<file path="src/rtl/core/iwlag_pkg.sv">
// shared types, codes and constants of the int8 weight layout address generator
package iwlag_pkg;

    localparam int ROW_DEPTH = 4096;
    localparam int MAX_DIM   = 4096;

    typedef enum logic [2:0] {
        MODE_STRIPED = 3'd0,
        MODE_WAVE    = 3'd1,
        MODE_REPL    = 3'd2,
        MODE_ATTN    = 3'd3,
        MODE_BLOCK8  = 3'd4
    } t_mode;

    typedef enum logic [1:0] {
        ST_OK       = 2'd0,
        ST_MISALIGN = 2'd1,
        ST_RANGE    = 2'd2
    } t_status;

    typedef enum logic [2:0] {
        REG_LAYOUT_MODE  = 3'd0,
        REG_BASE_ROW     = 3'd1,
        REG_ROW_STRIDE   = 3'd2,
        REG_REDUCTION    = 3'd3,
        REG_OUTPUT_COLS  = 3'd4,
        REG_HEMI_COUNT   = 3'd5,
        REG_MXM_COUNT    = 3'd6
    } t_reg_idx;

    typedef struct packed {
        logic [11:0] row_index;
        logic [11:0] column_index;
        logic [7:0]  weight_byte;
    } t_item;

    typedef struct packed {
        logic        hemisphere;
        logic [5:0]  slice_position;
        logic [11:0] row_address;
        logic [4:0]  byte_lane;
        logic [7:0]  weight_out;
        logic [1:0]  status;
        logic        last;
    } t_result;

    // ceil(2^16 / d), exact quotient for 8-bit dividends and d up to 16
    function automatic logic [16:0] recip(input logic [4:0] d);
        logic [16:0] res;
        case (d)
            5'd1:    res = 17'd65536;
            5'd2:    res = 17'd32768;
            5'd3:    res = 17'd21846;
            5'd4:    res = 17'd16384;
            5'd5:    res = 17'd13108;
            5'd6:    res = 17'd10923;
            5'd7:    res = 17'd9363;
            5'd8:    res = 17'd8192;
            5'd9:    res = 17'd7282;
            5'd10:   res = 17'd6554;
            5'd11:   res = 17'd5958;
            5'd12:   res = 17'd5462;
            5'd13:   res = 17'd5042;
            5'd14:   res = 17'd4682;
            5'd15:   res = 17'd4370;
            5'd16:   res = 17'd4096;
            default: res = 17'd0;
        endcase
        return res;
    endfunction

endpackage

</file>
<file path="src/rtl/core/iwlag_recip_div.sv">
// two-stage small divider by reciprocal multiplication, quotient and remainder
module iwlag_recip_div
    import iwlag_pkg::*;
(
    input  logic       i_clk,
    input  logic       i_en,
    input  logic [7:0] i_x,
    input  logic [4:0] i_d,
    output logic [7:0] o_q,
    output logic [3:0] o_r
);

    logic [7:0]  r_x;
    logic [4:0]  r_d;
    logic [7:0]  r_q;
    logic [7:0]  r_qo;
    logic [3:0]  r_ro;
    logic [24:0] prod;
    logic [12:0] qd;
    logic [12:0] diff;
    logic [7:0]  n_q;
    logic [3:0]  n_r;

    always_comb begin
        prod = {17'd0, i_x} * {8'd0, recip(i_d)};
        n_q  = prod[23:16];
        qd   = {5'd0, r_q} * {8'd0, r_d};
        diff = {5'd0, r_x} - qd;
        n_r  = diff[3:0];
    end

    always_ff @(posedge i_clk) begin
        if (i_en) begin
            r_x  <= i_x;
            r_d  <= i_d;
            r_q  <= n_q;
            r_qo <= r_q;
            r_ro <= n_r;
        end
    end

    assign o_q = r_qo;
    assign o_r = r_ro;

endmodule

</file>
<file path="src/rtl/core/int8_weight_layout_address_generator_unit.sv">
// top level: weight position to sram placement, six-stage pipeline with apb config
// throughput: one transaction per cycle; a replicated item over two hemispheres
//   gives two results on consecutive cycles and holds busy high for one cycle
// reset: synchronous active low, clears pipeline valid bits and loads register defaults
// results are strobed for one cycle and cannot be stalled by the receiver
module int8_weight_layout_address_generator_unit
    import iwlag_pkg::*;
(
    input  logic        i_clk,
    input  logic        i_rst_n,
    input  logic        start,
    output logic        busy,
    input  t_item       i_item,
    output logic        o_res_valid,
    output t_result     o_res,
    input  logic        psel,
    input  logic        penable,
    input  logic        pwrite,
    input  logic [4:0]  paddr,
    input  logic [31:0] pwdata,
    output logic [31:0] prdata,
    output logic        pready
);

    localparam int ADDR_W = 19;
    localparam int ROW_W  = 28;

    typedef struct packed {
        logic [1:0]  status;
        logic        hem;
        logic [5:0]  slice;
        logic [6:0]  colblk;
        logic [6:0]  kblk;
        logic        scale8;
        logic [2:0]  off;
        logic [4:0]  lane;
        logic [7:0]  val;
    } t_s4;

    typedef struct packed {
        logic [1:0]        status;
        logic              hem;
        logic [5:0]        slice;
        logic [ADDR_W-1:0] addr;
        logic [4:0]        lane;
        logic [7:0]        val;
    } t_s5;

    logic [2:0]  r_mode;
    logic [11:0] r_base;
    logic [7:0]  r_stride;
    logic [12:0] r_k_dim;
    logic [12:0] r_n_dim;
    logic [1:0]  r_hc;
    logic [3:0]  r_mxm;

    logic        r_v1, r_v2, r_v3, r_v4, r_v5, r_v6;
    t_item       r_it1, r_it2, r_it3;
    t_s4         r_s4, n_s4;
    t_s5         r_s5, n_s5;
    t_result     r_res, n_res;
    logic        r_dual, n_dual;
    logic        r_second;

    logic        stall;
    logic        adv;
    logic        cfg_wr;
    logic [7:0]  qa, qb;
    logic [3:0]  ra, rb;
    logic [5:0]  hm_prod;
    logic        cfg_bad;
    logic        misalign;
    logic [14:0] cb_prod;
    logic [15:0] blk_sum;
    logic [ADDR_W-1:0] addr_sh;
    logic [ROW_W-1:0]  row_full;
    logic [1:0]  st6;

    assign stall  = r_v6 & r_dual & ~r_second;
    assign adv    = ~stall;
    assign busy   = stall;
    assign pready = 1'b1;
    assign cfg_wr = psel & penable & pwrite;

    // configuration registers
    always_ff @(posedge i_clk) begin
        if (!i_rst_n) begin
            r_mode   <= MODE_STRIPED;
            r_base   <= 12'd0;
            r_stride <= 8'd1;
            r_k_dim  <= 13'd32;
            r_n_dim  <= 13'd128;
            r_hc     <= 2'd2;
            r_mxm    <= 4'd1;
        end else if (cfg_wr) begin
            case (paddr[4:2])
                REG_LAYOUT_MODE: r_mode   <= pwdata[2:0];
                REG_BASE_ROW:    r_base   <= pwdata[11:0];
                REG_ROW_STRIDE:  r_stride <= pwdata[7:0];
                REG_REDUCTION:   r_k_dim  <= pwdata[12:0];
                REG_OUTPUT_COLS: r_n_dim  <= pwdata[12:0];
                REG_HEMI_COUNT:  r_hc     <= pwdata[1:0];
                REG_MXM_COUNT:   r_mxm    <= pwdata[3:0];
                default: ;
            endcase
        end
    end

    always_comb begin
        case (paddr[4:2])
            REG_LAYOUT_MODE: prdata = {29'd0, r_mode};
            REG_BASE_ROW:    prdata = {20'd0, r_base};
            REG_ROW_STRIDE:  prdata = {24'd0, r_stride};
            REG_REDUCTION:   prdata = {19'd0, r_k_dim};
            REG_OUTPUT_COLS: prdata = {19'd0, r_n_dim};
            REG_HEMI_COUNT:  prdata = {30'd0, r_hc};
            REG_MXM_COUNT:   prdata = {28'd0, r_mxm};
            default:         prdata = 32'd0;
        endcase
    end

    // column group split for block8 and n-dimension alignment check
    assign hm_prod = {4'd0, r_hc} * {2'd0, r_mxm};

    iwlag_recip_div u_div_col (
        .i_clk (i_clk),
        .i_en  (adv),
        .i_x   ({1'b0, r_it1.column_index[11:5]}),
        .i_d   ({1'b0, r_mxm}),
        .o_q   (qa),
        .o_r   (ra)
    );

    iwlag_recip_div u_div_dim (
        .i_clk (i_clk),
        .i_en  (adv),
        .i_x   (r_n_dim[12:5]),
        .i_d   (hm_prod[4:0]),
        .o_q   (qb),
        .o_r   (rb)
    );

    // stage 3 to 4: checks and layout decode
    always_comb begin
        logic [11:0] k;
        logic [11:0] n;
        k = r_it3.row_index;
        n = r_it3.column_index;

        cfg_bad = (r_mode > MODE_BLOCK8) || (r_stride == 8'd0) ||
                  (r_hc == 2'd0) || (r_hc == 2'd3) ||
                  (r_k_dim > 13'(MAX_DIM)) || (r_n_dim > 13'(MAX_DIM)) ||
                  ((r_mode == MODE_BLOCK8) && ((r_mxm == 4'd0) || (r_mxm > 4'd8)));

        case (r_mode)
            MODE_REPL:   misalign = (r_k_dim[4:0] != 5'd0) || (r_n_dim[4:0] != 5'd0);
            MODE_ATTN:   misalign = (r_k_dim[4:0] != 5'd0) || (r_n_dim[5:0] != 6'd0);
            MODE_BLOCK8: misalign = (r_k_dim[4:0] != 5'd0) || (r_n_dim[4:0] != 5'd0) ||
                                    (rb != 4'd0);
            default:     misalign = 1'b0;
        endcase

        if (cfg_bad || misalign) begin
            n_s4.status = ST_MISALIGN;
        end else if (({1'b0, k} >= r_k_dim) || ({1'b0, n} >= r_n_dim)) begin
            n_s4.status = ST_RANGE;
        end else begin
            n_s4.status = ST_OK;
        end

        n_s4.slice  = {3'd0, n[2:0]};
        n_s4.kblk   = k[11:5];
        n_s4.lane   = k[4:0];
        n_s4.val    = r_it3.weight_byte;
        n_s4.scale8 = 1'b0;
        n_s4.off    = {1'b0, ~n[4:3]};

        case (r_mode)
            MODE_STRIPED: begin
                n_s4.hem    = n[5];
                n_s4.colblk = {1'b0, n[11:6]};
            end
            MODE_WAVE, MODE_ATTN: begin
                n_s4.hem    = n[6];
                n_s4.colblk = {2'b00, n[11:7]};
                n_s4.scale8 = 1'b1;
                n_s4.off    = {n[5], ~n[4:3]};
            end
            MODE_REPL: begin
                n_s4.hem    = 1'b0;
                n_s4.colblk = n[11:5];
            end
            default: begin
                n_s4.hem    = (r_hc == 2'd2) ? qa[0] : 1'b0;
                n_s4.colblk = (r_hc == 2'd2) ? qa[7:1] : qa[6:0];
                n_s4.slice  = {ra[2:0], n[2:0]};
            end
        endcase
    end

    // stage 4 to 5: logical address
    always_comb begin
        cb_prod = {8'd0, r_s4.colblk} * {7'd0, r_k_dim[12:5]};
        blk_sum = {1'b0, cb_prod} + {9'd0, r_s4.kblk};
        addr_sh = r_s4.scale8 ? {blk_sum, 3'b000} : {1'b0, blk_sum, 2'b00};
        n_s5.addr   = addr_sh + {{(ADDR_W-3){1'b0}}, r_s4.off};
        n_s5.status = r_s4.status;
        n_s5.hem    = r_s4.hem;
        n_s5.slice  = r_s4.slice;
        n_s5.lane   = r_s4.lane;
        n_s5.val    = r_s4.val;
    end

    // stage 5 to 6: physical row and final status
    always_comb begin
        row_full = {{(ROW_W-12){1'b0}}, r_base} +
                   ({{(ROW_W-ADDR_W){1'b0}}, r_s5.addr} * {{(ROW_W-8){1'b0}}, r_stride});
        st6 = r_s5.status;
        if ((st6 == ST_OK) &&
            (({1'b0, r_s5.hem} >= r_hc) || (row_full >= ROW_W'(ROW_DEPTH)))) begin
            st6 = ST_RANGE;
        end
        if (st6 != ST_OK) begin
            n_res  = '0;
            n_res.status = st6;
            n_res.last   = 1'b1;
            n_dual = 1'b0;
        end else begin
            n_dual = (r_mode == MODE_REPL) && (r_hc == 2'd2);
            n_res.hemisphere     = r_s5.hem;
            n_res.slice_position = r_s5.slice;
            n_res.row_address    = row_full[11:0];
            n_res.byte_lane      = r_s5.lane;
            n_res.weight_out     = r_s5.val;
            n_res.status         = ST_OK;
            n_res.last           = ~n_dual;
        end
    end

    always_ff @(posedge i_clk) begin
        if (!i_rst_n) begin
            r_v1     <= 1'b0;
            r_v2     <= 1'b0;
            r_v3     <= 1'b0;
            r_v4     <= 1'b0;
            r_v5     <= 1'b0;
            r_v6     <= 1'b0;
            r_second <= 1'b0;
        end else begin
            r_second <= stall;
            if (adv) begin
                r_v1 <= start;
                r_v2 <= r_v1;
                r_v3 <= r_v2;
                r_v4 <= r_v3;
                r_v5 <= r_v4;
                r_v6 <= r_v5;
            end
        end
    end

    always_ff @(posedge i_clk) begin
        if (adv) begin
            r_it1  <= i_item;
            r_it2  <= r_it1;
            r_it3  <= r_it2;
            r_s4   <= n_s4;
            r_s5   <= n_s5;
            r_res  <= n_res;
            r_dual <= n_dual;
        end
    end

    // second replicated transaction targets hemisphere one and closes the item
    always_comb begin
        o_res            = r_res;
        o_res.hemisphere = r_res.hemisphere | r_second;
        o_res.last       = r_res.last | r_second;
    end

    assign o_res_valid = r_v6;

endmodule

</file>
<file path="config.mk">
export PLATFORM = sky130hd
export DESIGN_NAME = int8_weight_layout_address_generator_unit
export DESIGN_NICKNAME = d
export VERILOG_FILES = /design/src/rtl/core/iwlag_pkg.sv /design/src/rtl/core/iwlag_recip_div.sv /design/src/rtl/core/int8_weight_layout_address_generator_unit.sv
export SDC_FILE = /design/constraint.sdc
export NUM_CORES = 1
export LEC_CHECK = 0
export ABC_AREA = 1
export BUFFER_PORTS_ARGS = -buffer_cell sky130_fd_sc_hd__buf_2
export CORE_AREA = 2 2 269 297
export DETAILED_ROUTE_END_ITERATION = 8
export DIE_AREA = 0 0 271 299
export PLACE_DENSITY_LB_ADDON = 0.25
export SKIP_LAST_GASP = 1
export SYNTH_ARGS = -nofsm -noshare
export SYNTH_HDL_FRONTEND = slang
export SYNTH_SLANG_ARGS = --single-unit
</file>
<file path="constraint.sdc">
create_clock -name i_clk -period 6.47 [get_ports i_clk]
set_input_delay 0.647 -clock i_clk [delete_from_list [all_inputs] [get_ports i_clk]]
set_output_delay 0.647 -clock i_clk [all_outputs]
set_load 0.01 [all_outputs]
</file>
## Yosys cells after proc, flatten, opt, wreduce, memory -nomap -nowiden

Memories as Yosys holds them, arrays and structs flattened. A register that Yosys moved wholly into a read port is not among the register bits.
Cells that the tools add are included.

- $add $sub $neg: 5
- Multipliers: 7
- $lt $le $gt $ge: 8
- Eq/ne operators: 12
- Mux-type cells: 12
- Bitwise logic cells: 9
- Reduce and logical (&&, ||, !) cells: 36

Operator list:

| cell | number |
|---|---|
| $pmux W13 S7 | 1 |
| $add A12 B27 Y28 | 1 |
| $ge A28 B13 Y1 const B | 1 |
| $mul A19 B8 Y27 | 1 |
| $ge A12 B13 Y1 | 2 |
| $gt A13 B13 Y1 const B | 2 |
| $mul A7 B17 Y24 | 1 |
| $mul A8 B17 Y24 | 1 |
| $pmux W7 S3 | 1 |
| $add A19 B3 Y19 | 1 |
| $mux W19 | 1 |
| $add A15 B7 Y16 | 1 |
| $mul A7 B8 Y15 | 1 |
| $reduce_and A2 Y1 | 7 |
| $logic_or A1 B1 Y1 | 13 |
| $eq A3 B2 Y1 const B | 4 |
| $eq A3 B3 Y1 const B | 4 |
| $mux W5 | 2 |
| $reduce_bool A5 Y1 | 2 |
| $logic_not A8 Y1 | 1 |
| $mul A8 B4 Y3 | 1 |
| $mul A8 B5 Y4 | 1 |
| $mux W7 | 1 |
| $eq A3 B1 Y1 const B | 2 |
| other kinds (24) | 36 |

- Register bits after elaboration: 322
- Memory bits (read-only): 1,088
- Input bits: 75
- Output and inout bits: 70
- Logic and storage cells: 148
- Memories kept: 2

Memories:

| memory | words | width | rd ports | clocked after memory_dff | wr ports | RTL line | source |
|---|---|---|---|---|---|---|---|
| (no name shown) | 32 | 17 | 1 | 1 | 0 | iwlag_pkg.sv:50 | `case (d)` |
| (no name shown) | 32 | 17 | 1 | 0 | 0 | iwlag_pkg.sv:50 |  |

## Longest topological paths before layout

- Word-level depth: 8
- Mapped depth: 33
- Gate-level depth less buffers: 32

## Hierarchy

A second synthesis with hierarchy kept.

- Cell total of the unflattened synthesis: 3,626
- Area total of the unflattened synthesis: 30,920.9 um^2

By module, submodules not included:

| module | times used | cells each | area an instance (um^2) | sequential area each (um^2) |
|---|---|---|---|---|
| int8_weight_layout_address_generator_unit | 1 | 2,210 | 19,623.8 | 7,637.3 |
| iwlag_recip_div (u_div_dim) | 1 | 711 | 5,679.2 | 840.8 |
| iwlag_recip_div (u_div_col) | 1 | 705 | 5,617.9 | 840.8 |

## Worst setup path after synthesis

Ideal clock, no wire load.

- Path type: register -> register
- From: reg r_dual
- To: reg r_it3 (netlist bit n_s4[0]) (enable)
- Setup time: 605 ps
- Arrival: 5,441 ps
- Required time: 5,865 ps
- Path slack: 424 ps
- Stages on the path, launching flop included: 4
- Path buffers: 0
- Period minus slack after synthesis: 6,046 ps
- Cells stage by stage: edfxtp_1 > nand2_1 > nor2_1 > inv_1

- Word-level cells in the longest chain between the ends: 2

RTL lines:

| what | RTL line | source |
|---|---|---|
| from (decl) | int8_weight_layout_address_generator_unit.sv:62 | `logic r_dual, n_dual;` |
| from (signal assigned) | int8_weight_layout_address_generator_unit.sv:270 | `r_dual <= n_dual;` |
| $and A1 B1 Y1 (2 in series) | int8_weight_layout_address_generator_unit.sv:79 | `assign stall = r_v6 & r_dual & ~r_second;` |
| named net busy | int8_weight_layout_address_generator_unit.sv:12 | `output logic busy,` |
| to (signal assigned) | int8_weight_layout_address_generator_unit.sv:266 | `r_it3 <= r_it2;` |
| to (decl) | int8_weight_layout_address_generator_unit.sv:58 | `t_item r_it1, r_it2, r_it3;` |

The timed path passes the listed nets, and every way through them passes these cells.
A chain may end at the register's enable or synchronous reset.

## Worst setup path in the final report

- From: reg r_hc[0]
- To: reg u_div_dim.r_q[3] (data pin)

- Word-level cells in the longest chain between the ends: 3

RTL lines:

| what | RTL line | source |
|---|---|---|
| from (decl) | int8_weight_layout_address_generator_unit.sv:54 | `logic [1:0] r_hc;` |
| from (signal assigned) | int8_weight_layout_address_generator_unit.sv:102 | `REG_HEMI_COUNT: r_hc <= pwdata[1:0];` |
| $mul A2 B4 Y5 | int8_weight_layout_address_generator_unit.sv:123 | `assign hm_prod = {4'd0, r_hc} * {2'd0, r_mxm};` |
| named net hm_prod[2] | int8_weight_layout_address_generator_unit.sv:70 | `logic [5:0] hm_prod;` |
| $mem_v2 Z32 W17 | n/a |  |
| $mul A8 B17 Y24 | iwlag_recip_div.sv:25 | `prod = {17'd0, i_x} * {8'd0, recip(i_d)};` |
| named net u_div_dim.prod[19] | iwlag_recip_div.sv:18 | `logic [24:0] prod;` |
| to (signal assigned) | iwlag_recip_div.sv:36 | `r_q <= n_q;` |
| to (decl) | iwlag_recip_div.sv:15 | `logic [7:0] r_q;` |

The timed path passes the listed nets, and every way through them passes these cells.

==> results.ini <==
[setup_path]
crit_fanout = 10
critPathBufInv = 4
cpMostUsedCell = nand2_1
worstPathArrival_ns = 6.28
slowest_delay_ns = 0.53
crit_type = reg2reg
worst-endpoint-required_ns = 6.80
end_kind = flip-flop
cp-start-kind = flip-flop
cpLargestDelayFamily = adder cells
cp_slowest_cell = fa_1

[logic_synthesis]
synthDistinctLibCells = 53
synth_edf_count = 251
yosysSeqAreaShare_pct = 31.0
synth-seq-cells = 330
netlist_instances = 3458
syn_area_um2 = 29400
yosys_warnings = 0
syn_avg_cell_area_um2 = 8.50
synth-main-ff-cell = edfxtp_1
ys_async_sr_fraction_pct = 0

[routing]
drt-pass1-iter-count = 6
ant_nets = 0
wirelength_um = 72000
drtIter0Drc = 1402
drc_errors = 0
post_drt_wl_per_cell_um = 15.8
vias = 21700
viasPerCell = 4.74

[power_and_ir_drop]
ir_drop_uv = 177
leakagePower_nw = 16.6
p_sw_mw = 1.56
total_power_mw = 5.45
power_frac_clock_pct = 39.2
power.density_nw_per_um2 = 171
pwr-share-comb_pct = 14.0
seq_power_share_pct = 46.8
switching_share_pct = 28.7
p_int_mw = 3.89

[global_routing]
antenna_found_initial = 7
grtUsageTotal_pct = 18.0
grt_pass1_vias = 21600
grt_pass1_wl_um = 116000
grt.overflow.total = 0
grt_max_degree = 168

[clock_network]
cts_made_buffers = 37
cts_tree = done
insertion_delay_ns = 0.60
postCtsHoldBufs = 0
cts.sinks = 330
ctsRootBufferMaster = clkbuf_16
cts_buffer_depth = 3
path_clk_slew_ns = 0.06
cts_max_level = 2

[floorplan]
die_w_um = 271
row_count = 108
die_y_um = 299
io_pins = 145
start_util_pct = 37.6
die-area_um2 = 81000
core_area_um2 = 78200

[sta]
final_max_slew_viol_count = 0
max-slew-margin-rel_pct = 26.7
rsz0062_at_grt = yes
timing.setup.tns_ns = 0
hold_viol_final = 0
tightest_slew_ns = 1.09
post-route-period-util_pct = 92.0
clock_skew_ns = 0.0332
fin_ws_ns = 0.517
whs_ns = 0.223
fmax_mhz = 168
setup_viol = 0
fin_crit_ns = 5.95

[placement]
place_area_um2 = 30700
post-dp-hpwl_um = 57000
place_ws_ns = 0.414
gp_congestion = 0.925
io_buffers = 103

[final_layout]
drive_gt1_share_pct = 7.35
fillers = 7872
syn_to_final_growth_pct = 8.67
fin_area_um2 = 32000
nets = 4094

[run_status]
outcome = finished clean

[run]
maxCapViolCount = 0

[min_path]
holdCritPathClass = in2reg

[metrics by stage]
step                      utilization [%]  cells
after detailed placement             39.2   4501
after global routing                 40.8   4569
final                                40.8   4570
after global placement               39.2   4501
after CTS                            40.8   4569
after floorplan                         -   3476
[cell usage after synthesis, types with 6 or more instances]
| cell | count | share of area, % |
|---|---|---|
| edfxtp_1 | 251 | 26 |
| nand3_1 | 100 | 1.7 |
| o22ai_1 | 15 | 0.32 |
| nor4_1 | 7 | 0.15 |
| nor2_1 | 208 | 2.7 |
| o31ai_1 | 6 | 0.15 |
| clkinv_1 | 8 | 0.10 |
| nand4_1 | 40 | 0.85 |
| dfxtp_1 | 79 | 5.4 |
| clkbuf_1 | 73 | 0.93 |
| inv_1 | 791 | 10 |
| nand2_1 | 819 | 10 |
| a31oi_1 | 7 | 0.15 |
| clkbuf_2 | 18 | 0.31 |
| o221ai_1 | 9 | 0.27 |
| xnor2_1 | 22 | 0.66 |
| fa_1 | 309 | 21 |
| xor2_1 | 34 | 1.0 |
| o21bai_1 | 6 | 0.15 |
| nor2_2 | 40 | 0.85 |
| o21ai_0 | 112 | 1.9 |
| a21oi_1 | 127 | 2.2 |
| ha_1 | 215 | 9.1 |
| o21ai_1 | 7 | 0.12 |
| buf_4 | 54 | 1.4 |
| nor3_1 | 25 | 0.43 |
[flip-flops by register name, summed over array words and instances (netlist names), 12 cells and up, named ones only]
register  flops
r_base       12
r_s4         18
r_it1        32
r_s5         41
n_s4         20
r_k_dim      13
r_it3        12
r_n_dim      13
o_res        33
r_it2        32
n_s5         22
[logic make-up (layout without fill, tap and decap cells)]
| family | count (synthesis) | after routing | synth area share, % |
|---|---|---|---|
| flops | 330 | 330 | 31.0 |
| xor+xnor | 56 | 56 | 1.67 |
| fa+ha+maj | 524 | 524 | 30.2 |
| buf+inv | 958 | 1006 | 13.1 |
| other cells | 2 | 21 | 0.0255 |
| compound gates | 320 | 320 | 6.10 |
| simple gates | 1268 | 1268 | 17.9 |
[final timing paths]
kind | from | to | slack [ns] | cells after the start
min | i_item[29] | r_it1[29]$_DFFE_PN_ | 0.22 | 1
max | r_hc[0]$_SDFFE_PN0P_ | u_div_dim.r_q[3]$_DFFE_PN_ | 0.52 | 27
min reg2reg | n_s4[7]$_DFFE_PN_ | n_s5[7]$_DFFE_PN_ | 0.41 | 0
max reg2reg | r_hc[0]$_SDFFE_PN0P_ | u_div_dim.r_q[3]$_DFFE_PN_ | 0.52 | 27
[cell type report]
| type | count | area (µm²) | share of cell area, % |
|---|---|---|---|
| diodes | 1 | 2.50 | 0.00783 |
| clock buffers | 53 | 1050 | 3.29 |
| clock inverters | 15 | 179 | 0.560 |
| inverters | 804 | 3030 | 9.47 |
| multi-input cells | 2188 | 16500 | 51.7 |
| flip-flops and latches | 330 | 9120 | 28.5 |
| well taps | 1045 | 1310 | 4.09 |
| repair buffers | 134 | 761 | 2.38 |
[worst reg2reg max path, delay by kind of cell (launching register included)]
family | cells | cell delay, ns
compound gates | 2 | 0.32
flops | 1 | 0.36
buf+inv | 4 | 0.50
fa+ha+maj | 7 | 3.12
simple gates | 14 | 1.40
[per-layer routing]
metal,GRT usage [%],vias to the layer above,wire length (µm),part of all wire (%)
met3,3.01,120,4160,5.8
met2,30.6,496,35200,49
met1,23.4,10400,30500,42
met4,5.56,12,2090,2.9
met5,0,-,79,0.11
li1,-,10600,-,-
[repair_timing]
item                       CTS  global route
buffers inserted             0             0
setup endpoints to repair    0             7
resized for setup            0             6
[power groups by stage]
stage | clock [mW] | sequential, mW | combinational, mW
after floorplan | 0 | 2.48 | 0.649
after global placement | 0 | 2.59 | 0.771
after detailed placement | 0 | 2.59 | 0.779
after CTS | 2.22 | 2.55 | 0.780
after global routing | 2.30 | 2.57 | 0.878
final | 2.14 | 2.55 | 0.763
[cell usage in the layout, fill, tap and decap left out, types with 4 or more instances in the layout]
cell type	synthesis	routed
o21bai_1	6	6
inv_2	5	6
conb_1	2	20
o221ai_1	9	9
buf_4	54	30
nand2_2	4	5
o211ai_1	5	5
o21ai_0	112	111
clkbuf_1	73	10
nor2_2	40	40
ha_1	215	215
clkbuf_16	0	39
buf_2	3	103
nand3_1	100	99
o22ai_1	15	15
nor2_1	208	208
inv_1	791	789
fa_1	309	309
nand2_1	819	818
a31oi_1	7	7
nor4_1	7	7
xor2_1	34	34
a211oi_1	5	5
a21oi_1	127	127
a221o_1	4	4
dfxtp_1	79	77
nand4_1	40	40
o2111ai_1	4	4
and2_1	4	4
edfxtp_1	251	251
nor3_1	25	25
xnor2_1	22	22
o31ai_1	6	6
clkinv_2	0	7
o21ai_1	7	8
clkinv_1	8	9
nand3b_1	5	5
or2_2	5	5
Note: power is estimated with default switching activity, not from simulation.
